<file path="config.mk">
export PLATFORM = sky130hd
export DESIGN_NAME = heat_color_ramp
export DESIGN_NICKNAME = d
export VERILOG_FILES = /design/src/rtl/core/hcr_pkg.sv /design/src/rtl/core/hcr_div_cell.sv /design/src/rtl/core/hcr_seg_stage.sv /design/src/rtl/core/heat_color_ramp.sv
export SDC_FILE = /design/constraint.sdc
export NUM_CORES = 2
export LEC_CHECK = 0
export CORE_ASPECT_RATIO = 1.75
export CORE_MARGIN = 8
export CORE_UTILIZATION = 45
export DETAILED_ROUTE_END_ITERATION = 10
export DONT_BUFFER_PORTS = 1
export HOLD_SLACK_MARGIN = 0.12
export PLACE_DENSITY = 0.66
export SLEW_MARGIN = 20
export SYNTH_ARGS = -nofsm -noshare
export SYNTH_HDL_FRONTEND = slang
export SYNTH_SLANG_ARGS = --single-unit
export TNS_END_PERCENT = 20
</file>
<file path="constraint.sdc">
create_clock -name aclk -period 19.2 [get_ports aclk]
set_input_delay 3.84 -clock aclk [delete_from_list [all_inputs] [get_ports aclk]]
set_output_delay 3.84 -clock aclk [all_outputs]
set_load 0.02 [all_outputs]
</file>
<file path="src/rtl/core/hcr_pkg.sv">
// ----------------------------------------------------------------------------
// hcr_pkg
// Shared widths, ramp tables and payload types for the heat color ramp.
// ----------------------------------------------------------------------------
package hcr_pkg;

    // Field widths
    localparam int VALUE_BITS   = 16;
    localparam int CHANNEL_BITS = 8;

    // Ratio value/max as a fraction with 16 fractional bits, one extra bit for 1.0
    localparam int FRAC_BITS = 16;
    localparam int QUO_BITS  = FRAC_BITS + 1;

    // Ramp geometry
    localparam int NSEG       = 5;
    localparam int SEG_BITS   = 3;
    localparam int SPAN_BITS  = 15;   // widest segment span is 19661
    localparam int DEN_BITS   = 18;   // ten times the widest span
    localparam int TENTH_BITS = 4;
    localparam int NCHAN      = 4;
    localparam int NUM_BITS   = DEN_BITS + CHANNEL_BITS;

    // Lane order inside the channel divider
    localparam int LANE_RED   = 0;
    localparam int LANE_GREEN = 1;
    localparam int LANE_BLUE  = 2;
    localparam int LANE_ALPHA = 3;

    // Breakpoints 0, 0.2, 0.4, 0.5, 0.7, 1.0 in 16-bit fraction units
    localparam logic [QUO_BITS-1:0] SEG_EDGE [NSEG+1] = '{
        17'd0, 17'd13107, 17'd26214, 17'd32768, 17'd45875, 17'd65536
    };

    // Width of each segment
    localparam logic [SPAN_BITS-1:0] SEG_SPAN [NSEG] = '{
        15'd13107, 15'd13107, 15'd6554, 15'd13107, 15'd19661
    };

    // End colors in tenths: red, green, blue, alpha
    localparam logic [TENTH_BITS-1:0] RAMP_TENTHS [NSEG+1][NCHAN] = '{
        '{4'd0,  4'd0,  4'd0,  4'd2},   // black
        '{4'd0,  4'd0,  4'd10, 4'd4},   // blue
        '{4'd0,  4'd10, 4'd10, 4'd6},   // cyan
        '{4'd0,  4'd10, 4'd0,  4'd7},   // green
        '{4'd10, 4'd10, 4'd0,  4'd8},   // yellow
        '{4'd10, 4'd0,  4'd0,  4'd9}    // red
    };

    typedef struct packed {
        logic [VALUE_BITS-1:0] value;
        logic [VALUE_BITS-1:0] peak;
    } in_t;

    typedef struct packed {
        logic [CHANNEL_BITS-1:0] red;
        logic [CHANNEL_BITS-1:0] green;
        logic [CHANNEL_BITS-1:0] blue;
        logic [CHANNEL_BITS-1:0] alpha;
    } out_t;

endpackage

</file>
<file path="src/rtl/core/hcr_div_cell.sv">
// ----------------------------------------------------------------------------
// hcr_div_cell
// One restoring division step per cell: doubles each lane's partial
// remainder, subtracts the shared divisor when it fits and shifts the
// quotient bit in. Each cell is a pipeline register with its own handshake.
// ----------------------------------------------------------------------------
module hcr_div_cell #(
    parameter int W     = 17,
    parameter int QW    = 17,
    parameter int LANES = 1
) (
    input  logic                         aclk,
    input  logic                         aresetn,
    input  logic                         in_valid,
    output logic                         in_ready,
    input  logic [LANES-1:0][W-1:0]      in_rem,
    input  logic [W-1:0]                 in_dvs,
    input  logic [LANES-1:0][QW-1:0]     in_quo,
    output logic                         out_valid,
    input  logic                         out_ready,
    output logic [LANES-1:0][W-1:0]      out_rem,
    output logic [W-1:0]                 out_dvs,
    output logic [LANES-1:0][QW-1:0]     out_quo
);

    logic                     valid_reg;
    logic [LANES-1:0][W-1:0]  rem_reg, rem_next;
    logic [W-1:0]             dvs_reg;
    logic [LANES-1:0][QW-1:0] quo_reg, quo_next;
    logic [LANES-1:0][W:0]    dbl;
    logic [LANES-1:0]         take;

    // Stage takes a new request when empty or when its content moves on
    assign in_ready = !valid_reg || out_ready;

    // Compare and subtract, one quotient bit per lane
    always_comb begin
        for (int l = 0; l < LANES; l++) begin
            dbl[l]      = {in_rem[l], 1'b0};
            take[l]     = (dbl[l] >= {1'b0, in_dvs});
            rem_next[l] = take[l] ? W'(dbl[l] - {1'b0, in_dvs}) : dbl[l][W-1:0];
            quo_next[l] = {in_quo[l][QW-2:0], take[l]};
        end
    end

    always_ff @(posedge aclk) begin
        if (!aresetn) begin
            valid_reg <= 1'b0;
        end else if (in_ready) begin
            valid_reg <= in_valid;
        end
    end

    always_ff @(posedge aclk) begin
        if (in_ready && in_valid) begin
            rem_reg <= rem_next;
            dvs_reg <= in_dvs;
            quo_reg <= quo_next;
        end
    end

    assign out_valid = valid_reg;
    assign out_rem   = rem_reg;
    assign out_dvs   = dvs_reg;
    assign out_quo   = quo_reg;

endmodule

</file>
<file path="src/rtl/core/hcr_seg_stage.sv">
// ----------------------------------------------------------------------------
// hcr_seg_stage
// Picks the ramp segment for a ratio, registers segment and offset, and
// forms each channel's scaled numerator and the shared divisor for the
// channel divider.
// ----------------------------------------------------------------------------
module hcr_seg_stage (
    input  logic                                              aclk,
    input  logic                                              aresetn,
    input  logic                                              in_valid,
    output logic                                              in_ready,
    input  logic [hcr_pkg::QUO_BITS-1:0]                      in_quo,
    output logic                                              out_valid,
    input  logic                                              out_ready,
    output logic [hcr_pkg::NCHAN-1:0][hcr_pkg::NUM_BITS-1:0]  out_num,
    output logic [hcr_pkg::NUM_BITS-1:0]                      out_dvs
);

    localparam int LVL_BITS = hcr_pkg::SPAN_BITS + 6;
    localparam int CB       = hcr_pkg::CHANNEL_BITS;

    logic                           valid_reg;
    logic [hcr_pkg::SEG_BITS-1:0]   seg_reg, seg_next;
    logic [hcr_pkg::SPAN_BITS-1:0]  ofs_reg, ofs_next;
    logic [hcr_pkg::SPAN_BITS-1:0]  span;
    logic [hcr_pkg::DEN_BITS-1:0]   ten_span;
    logic signed [LVL_BITS-1:0]     span_s, ofs_s;
    logic signed [LVL_BITS-1:0]     c0_s [hcr_pkg::NCHAN];
    logic signed [LVL_BITS-1:0]     c1_s [hcr_pkg::NCHAN];
    logic signed [LVL_BITS-1:0]     lvl_s [hcr_pkg::NCHAN];
    logic [hcr_pkg::DEN_BITS-1:0]   base [hcr_pkg::NCHAN];

    assign in_ready = !valid_reg || out_ready;

    // Segment search; a full ratio lands at the end of the last segment
    always_comb begin
        seg_next = '0;
        for (int i = 1; i < hcr_pkg::NSEG; i++) begin
            if (in_quo >= hcr_pkg::SEG_EDGE[i]) begin
                seg_next = hcr_pkg::SEG_BITS'(i);
            end
        end
        priority if (in_quo[hcr_pkg::FRAC_BITS]) begin
            ofs_next = hcr_pkg::SEG_SPAN[hcr_pkg::NSEG-1];
        end else begin
            ofs_next = hcr_pkg::SPAN_BITS'(in_quo - hcr_pkg::SEG_EDGE[seg_next]);
        end
    end

    always_ff @(posedge aclk) begin
        if (!aresetn) begin
            valid_reg <= 1'b0;
        end else if (in_ready) begin
            valid_reg <= in_valid;
        end
    end

    always_ff @(posedge aclk) begin
        if (in_ready && in_valid) begin
            seg_reg <= seg_next;
            ofs_reg <= ofs_next;
        end
    end

    // Interpolated level in tenths times span, then scaled by full channel
    always_comb begin
        span     = hcr_pkg::SEG_SPAN[seg_reg];
        ten_span = hcr_pkg::DEN_BITS'({span, 3'b000}) + hcr_pkg::DEN_BITS'({span, 1'b0});
        span_s   = LVL_BITS'(span);
        ofs_s    = LVL_BITS'(ofs_reg);
        for (int l = 0; l < hcr_pkg::NCHAN; l++) begin
            c0_s[l]    = LVL_BITS'(hcr_pkg::RAMP_TENTHS[seg_reg][l]);
            c1_s[l]    = LVL_BITS'(hcr_pkg::RAMP_TENTHS[hcr_pkg::SEG_BITS'(seg_reg + 1'b1)][l]);
            lvl_s[l]   = c0_s[l] * span_s + (c1_s[l] - c0_s[l]) * ofs_s;
            base[l]    = lvl_s[l][hcr_pkg::DEN_BITS-1:0];
            out_num[l] = {base[l], {CB{1'b0}}} - hcr_pkg::NUM_BITS'(base[l]);
        end
        out_dvs = {ten_span, {CB{1'b0}}};
    end

    assign out_valid = valid_reg;

endmodule

</file>
<file path="src/rtl/core/heat_color_ramp.sv">
// ----------------------------------------------------------------------------
// heat_color_ramp
// Maps a density count and its maximum to an RGBA heat color.
// ----------------------------------------------------------------------------
// Usage:
//   s_valid/s_ready/s_data carry a request {value, peak}; it is taken
//   at a rising edge with s_valid and s_ready high. m_valid/m_ready/m_data
//   return one color {red, green, blue, alpha} per request, in order.
//   A zero maximum gives black at alpha 0.2; a value at or above the
//   maximum gives red at alpha 0.9.
//   The pipeline has 17 ratio divider cells (one quotient bit each),
//   one segment stage and 8 channel divider cells (one channel bit each,
//   four lanes side by side). The last channel cell is the output register.
//   Throughput is one request per cycle while m_ready is high, set by the single-step cells.
//   Every cell has its own valid bit, so when the receiver stalls the
//   results back up one cell at a time and empty cells keep taking new
//   requests; s_ready falls only once the whole chain is full.
//   Reset (aresetn low, synchronous) empties all cells; nothing else is
//   held across requests.
// ----------------------------------------------------------------------------
module heat_color_ramp (
    input  logic           aclk,
    input  logic           aresetn,
    input  logic           s_valid,
    output logic           s_ready,
    input  hcr_pkg::in_t   s_data,
    output logic           m_valid,
    input  logic           m_ready,
    output hcr_pkg::out_t  m_data
);

    localparam int QW     = hcr_pkg::QUO_BITS;
    localparam int QDIV_W = hcr_pkg::VALUE_BITS + 1;
    localparam int QSTEPS = hcr_pkg::QUO_BITS;
    localparam int CB     = hcr_pkg::CHANNEL_BITS;
    localparam int NW     = hcr_pkg::NUM_BITS;
    localparam int NCH    = hcr_pkg::NCHAN;

    // Ratio divider chain
    logic                      q_valid [QSTEPS+1];
    logic                      q_ready [QSTEPS+1];
    logic [0:0][QDIV_W-1:0]    q_rem   [QSTEPS+1];
    logic [QDIV_W-1:0]         q_dvs   [QSTEPS+1];
    logic [0:0][QW-1:0]        q_quo   [QSTEPS+1];

    // Channel divider chain
    logic                      c_valid [CB+1];
    logic                      c_ready [CB+1];
    logic [NCH-1:0][NW-1:0]    c_rem   [CB];
    logic [NW-1:0]             c_dvs   [CB];
    logic [NCH-1:0][CB-1:0]    c_quo   [CB+1];

    logic                      max_zero;
    logic                      val_sat;

    // Ratio setup: divide by twice the maximum over 17 steps so a full
    // ratio comes out as exactly 1.0; a zero maximum becomes a zero ratio
    assign max_zero = (s_data.peak == '0);
    assign val_sat  = (s_data.value >= s_data.peak);

    always_comb begin
        priority if (max_zero) begin
            q_rem[0][0] = '0;
            q_dvs[0]    = QDIV_W'(2);
        end else if (val_sat) begin
            q_rem[0][0] = QDIV_W'(s_data.peak);
            q_dvs[0]    = {s_data.peak, 1'b0};
        end else begin
            q_rem[0][0] = QDIV_W'(s_data.value);
            q_dvs[0]    = {s_data.peak, 1'b0};
        end
    end

    assign q_valid[0] = s_valid;
    assign s_ready    = q_ready[0];
    assign q_quo[0]   = '0;

    for (genvar i = 0; i < QSTEPS; i++) begin : g_qcell
        hcr_div_cell #(
            .W     (QDIV_W),
            .QW    (QW),
            .LANES (1)
        ) u_cell (
            .aclk      (aclk),
            .aresetn   (aresetn),
            .in_valid  (q_valid[i]),
            .in_ready  (q_ready[i]),
            .in_rem    (q_rem[i]),
            .in_dvs    (q_dvs[i]),
            .in_quo    (q_quo[i]),
            .out_valid (q_valid[i+1]),
            .out_ready (q_ready[i+1]),
            .out_rem   (q_rem[i+1]),
            .out_dvs   (q_dvs[i+1]),
            .out_quo   (q_quo[i+1])
        );
    end

    // Segment selection and channel numerators
    hcr_seg_stage u_seg (
        .aclk      (aclk),
        .aresetn   (aresetn),
        .in_valid  (q_valid[QSTEPS]),
        .in_ready  (q_ready[QSTEPS]),
        .in_quo    (q_quo[QSTEPS][0]),
        .out_valid (c_valid[0]),
        .out_ready (c_ready[0]),
        .out_num   (c_rem[0]),
        .out_dvs   (c_dvs[0])
    );

    assign c_quo[0] = '0;

    for (genvar i = 0; i < CB; i++) begin : g_ccell
        if (i < CB - 1) begin : g_mid
            hcr_div_cell #(
                .W     (NW),
                .QW    (CB),
                .LANES (NCH)
            ) u_cell (
                .aclk      (aclk),
                .aresetn   (aresetn),
                .in_valid  (c_valid[i]),
                .in_ready  (c_ready[i]),
                .in_rem    (c_rem[i]),
                .in_dvs    (c_dvs[i]),
                .in_quo    (c_quo[i]),
                .out_valid (c_valid[i+1]),
                .out_ready (c_ready[i+1]),
                .out_rem   (c_rem[i+1]),
                .out_dvs   (c_dvs[i+1]),
                .out_quo   (c_quo[i+1])
            );
        end else begin : g_last
            hcr_div_cell #(
                .W     (NW),
                .QW    (CB),
                .LANES (NCH)
            ) u_cell (
                .aclk      (aclk),
                .aresetn   (aresetn),
                .in_valid  (c_valid[i]),
                .in_ready  (c_ready[i]),
                .in_rem    (c_rem[i]),
                .in_dvs    (c_dvs[i]),
                .in_quo    (c_quo[i]),
                .out_valid (c_valid[i+1]),
                .out_ready (c_ready[i+1]),
                .out_rem   (),
                .out_dvs   (),
                .out_quo   (c_quo[i+1])
            );
        end
    end

    // Result channel straight from the last cell
    assign m_valid     = c_valid[CB];
    assign c_ready[CB] = m_ready;

    assign m_data.red   = c_quo[CB][hcr_pkg::LANE_RED];
    assign m_data.green = c_quo[CB][hcr_pkg::LANE_GREEN];
    assign m_data.blue  = c_quo[CB][hcr_pkg::LANE_BLUE];
    assign m_data.alpha = c_quo[CB][hcr_pkg::LANE_ALPHA];

endmodule
</file>
==> metrics.log <==
[metrics] RSZ-0062 raised after global routing: false
[metrics] Clock Skew: 0.03913 ns
[metrics] number of vias in the routed layout: 72.37k
[metrics] proportion of layout cells with a drive suffix above 1: 8.814%
[metrics] cell chosen for the clock root: clkbuf_16
[metrics] post-layout total power: 7.633 mW
[metrics] DRT Pass-1 Iters: 6
[metrics] share of flip-flops with an asynchronous set or reset: 0%
[metrics] pins over their slew limit: 0
[metrics] Unique masters post-synth: 113
[metrics] Worst Max-Slew Pin Slew: 1.063 ns
[metrics] final weighted congestion in routability-driven placement: 0.9405
[metrics] cell types with the highest counts after synthesis: edfxtp_1 (1513), ha_1 (1111), inv_1 (1022)
[metrics] HPWL after detailed placement: 208.2 mm
[metrics] hold buffers post-CTS: 0
[metrics] synthesis-stage register bit count: 1539
[metrics] maximum number of pins on one net before global-route repair: 78
[metrics] highest cell delay on the worst timing path: 0.81 ns
[metrics] number of post-CTS setup repair buffers: 0
[metrics] Core Footprint: 235600 µm²
[metrics] antenna violations before repair: 1
[metrics] first-pass GRT wire length: 400.7 mm
[metrics] Post-Route Setup TNS: 0 ns
[metrics] CP Data Required Time: 19.75 ns
[metrics] Setup-failing EPs final: 0
[metrics] vias per cell: 5.562
[metrics] clk sink count: 1539
[metrics] crit path launch type: flop
[metrics] number of DRC violations after detailed-routing iteration 0: 3489
[metrics] Final Hold Slack: 0.3909 ns
[metrics] Relative slew margins: 27.33%
[metrics] most common cell in the synthesized netlist: edfxtp_1
[metrics] maximum clock frequency: 0.07964 GHz
[metrics] Post-CTS Resized: 0
[metrics] outcome: completed
[metrics] via count of the first global-routing pass: 75.77k
[metrics] number of synthesis warnings: 0
[metrics] clock insertion delay at the later pin of the skew report: 0.82 ns
[metrics] FF-to-FF path depth: 46
[metrics] most area-consuming cells after synthesis: edfxtp_1 (43%), ha_1 (13%), fa_1 (5.3%)
[metrics] power density cells: 66.02 nW/µm²
[metrics] number of cells traversed by the worst hold path: 0
[metrics] launching element of the worst setup path: u_seg.seg_reg[2]
[metrics] wire length per cell: 19.84 µm
[metrics] sequential area share after synthesis: 43.14%
[metrics] I/O pin count: 70
[metrics] Syn-to-layout area delta: 8.529%
[metrics] number of violations of the max-capacitance limit: 0
[metrics] primary flip-flop cell chosen by synthesis mapping: edfxtp_1
[metrics] r2r startpoint: u_seg.seg_reg[2]
[metrics] Critical Path End Type: flop
[metrics] clock buffer count from CTS: 157
[metrics] critical hold path startpoint: g_qcell[5].u_cell.out_quo[2]
[metrics] Crit Path Max Fanout: 31
[metrics] maximum level of the CTS H-tree: 4
[metrics] post-synthesis cell type with the largest combined area: edfxtp_1
[metrics] Max Buffers Root-to-Sink: 4
[metrics] VDD IR max: 0.00009713 V
[metrics] Vert. Die Dim: 659.7 µm
[metrics] Final Net Count: 11.24k
[metrics] share of the synthesized area in the top cell type: 42.65%
[metrics] GR Overflow Total: 0
[metrics] count of flip-flops with a built-in enable after synthesis: 1513
[metrics] crit path time final: 12.56 ns
[metrics] initial core utilization: 45.21%
[metrics] final core occ: 49.07%
[metrics] final worst path period share: 65.40%
[metrics] CP Data Arrival Time: 13.10 ns
[metrics] CTS tree: yes
[metrics] total placed cells including tap cells: 12.74k
[metrics] overall die area: 253200 µm²
[metrics] final count of hold timing violations: 0
[metrics] worst setup path class: reg -> reg
[metrics] DIE WIDTH: 383.8 µm
[metrics] clock-pin transition on the worst setup and hold timing paths: 0.07 ns
[metrics] Worst Hold Class: reg -> reg
[metrics] total global-route track usage: 19.84%
[metrics] cells after synthesis: 9741
[metrics] standby leakage power: 46.57 nW
[metrics] Finished Layout Cells: 13.01k
[metrics] port buffer count: 0
[metrics] combined area of all synthesized cells: 106500 µm²
[metrics] Final Routed Wirelength: 258.1 mm
[metrics] residual DRC count: 0
[metrics] average size of a mapped cell: 10.94 µm²
[metrics] count of nets left with antenna violations after detail routing: 0
[metrics] Critical-path top delay cell: xnor2_1
[metrics] row count: 236
[metrics] number of flip-flops in the largest register: 595
layout make-up:
type	count	area, µm²
Inverter	1031	3872
Timing Repair Buffer	84	720.7
Clock inverter	82	948.4
Clock buffer	187	4125
Fill cell	20806	120000
Multi-Input combinational cell	6993	56130
Sequential cell	1539	45950
Tap cell	3094	3871
Antenna cell	1	2.502
cells in the final DEF (no fill, tap or decap), drive strengths merged, types with 122 or more instances in the layout:
cell type  netlist  layout
fa             282     282
nor2b          180     180
o21ai          469     469
nor3           183     183
o21a           143     143
nand4          122     122
xnor2          398     398
inv           1030    1043
edfxtp        1513    1513
a21o           178     178
nand2b         143     143
mux2           421     421
clkbuf         115     187
a21oi          472     472
a21boi         135     135
ha            1111    1111
nand3          122     122
nor2           692     692
xor2           226     226
nand2          585     585
final timing paths:
path                                           to  slack, ns
max          g_ccell[0].g_mid.u_cell.out_rem[100]       6.64
min                  g_qcell[6].u_cell.out_quo[3]       0.39
max reg2reg  g_ccell[0].g_mid.u_cell.out_rem[100]       6.64
min reg2reg          g_qcell[6].u_cell.out_quo[3]       0.39
kinds of logic (layout without fill, tap and decap cells):
group,after synthesis,count (layout),share of synthesized area (%)
AO/OA/AOI/OAI,1928,1928,11.72
multiplexers,518,518,5.426
adder cells (fa/ha/maj),1393,1393,18.35
AND/OR/NAND/NOR,2512,2512,11.67
XOR/XNOR,624,624,5.190
other,2,19,0.007049
flip-flops,1539,1539,43.14
buffers and inverters,1225,1384,4.506
worst max-delay path, delay by kind of cell (launching register included):
kind / cells / cell delay [ns]
AOI/OAI and AO/OA: 16 / 3.32
xor gates and xnor gates: 2 / 1.05
adders and majority gates: 11 / 4.37
buffers and inverters: 8 / 1.41
DFF: 1 / 0.32
muxes: 1 / 0.38
and+or+nand+nor: 8 / 1.39
layer usage:
metal | global-route usage (%) | up-vias | part of all wire, %
met2 | 39.20 | 1529 | 55
li1 | - | 35253 | -
met3 | 2.115 | 815 | 2.9
met4 | 14.90 | 0 | 8.8
met5 | 0 | - | 0
met1 | 18.34 | 34769 | 34
per-stage QoR:
step / setup slack [ns] / cell area, µm²
6_report: 6.644 / 115600
5_1_grt: 5.820 / 115600
4_1_cts: 6.608 / 115500
3_5_place_dp: 6.667 / 110400
3_3_place_gp: 6.547 / 110400
2_1_floorplan: 5.696 / 106600
power by group:
part	internal (mW)	switching (mW)
Combinational	0.381	0.460
Clock	1.78	1.30
Sequential	3.69	0.0168
(Power assumes the default switching activity.)
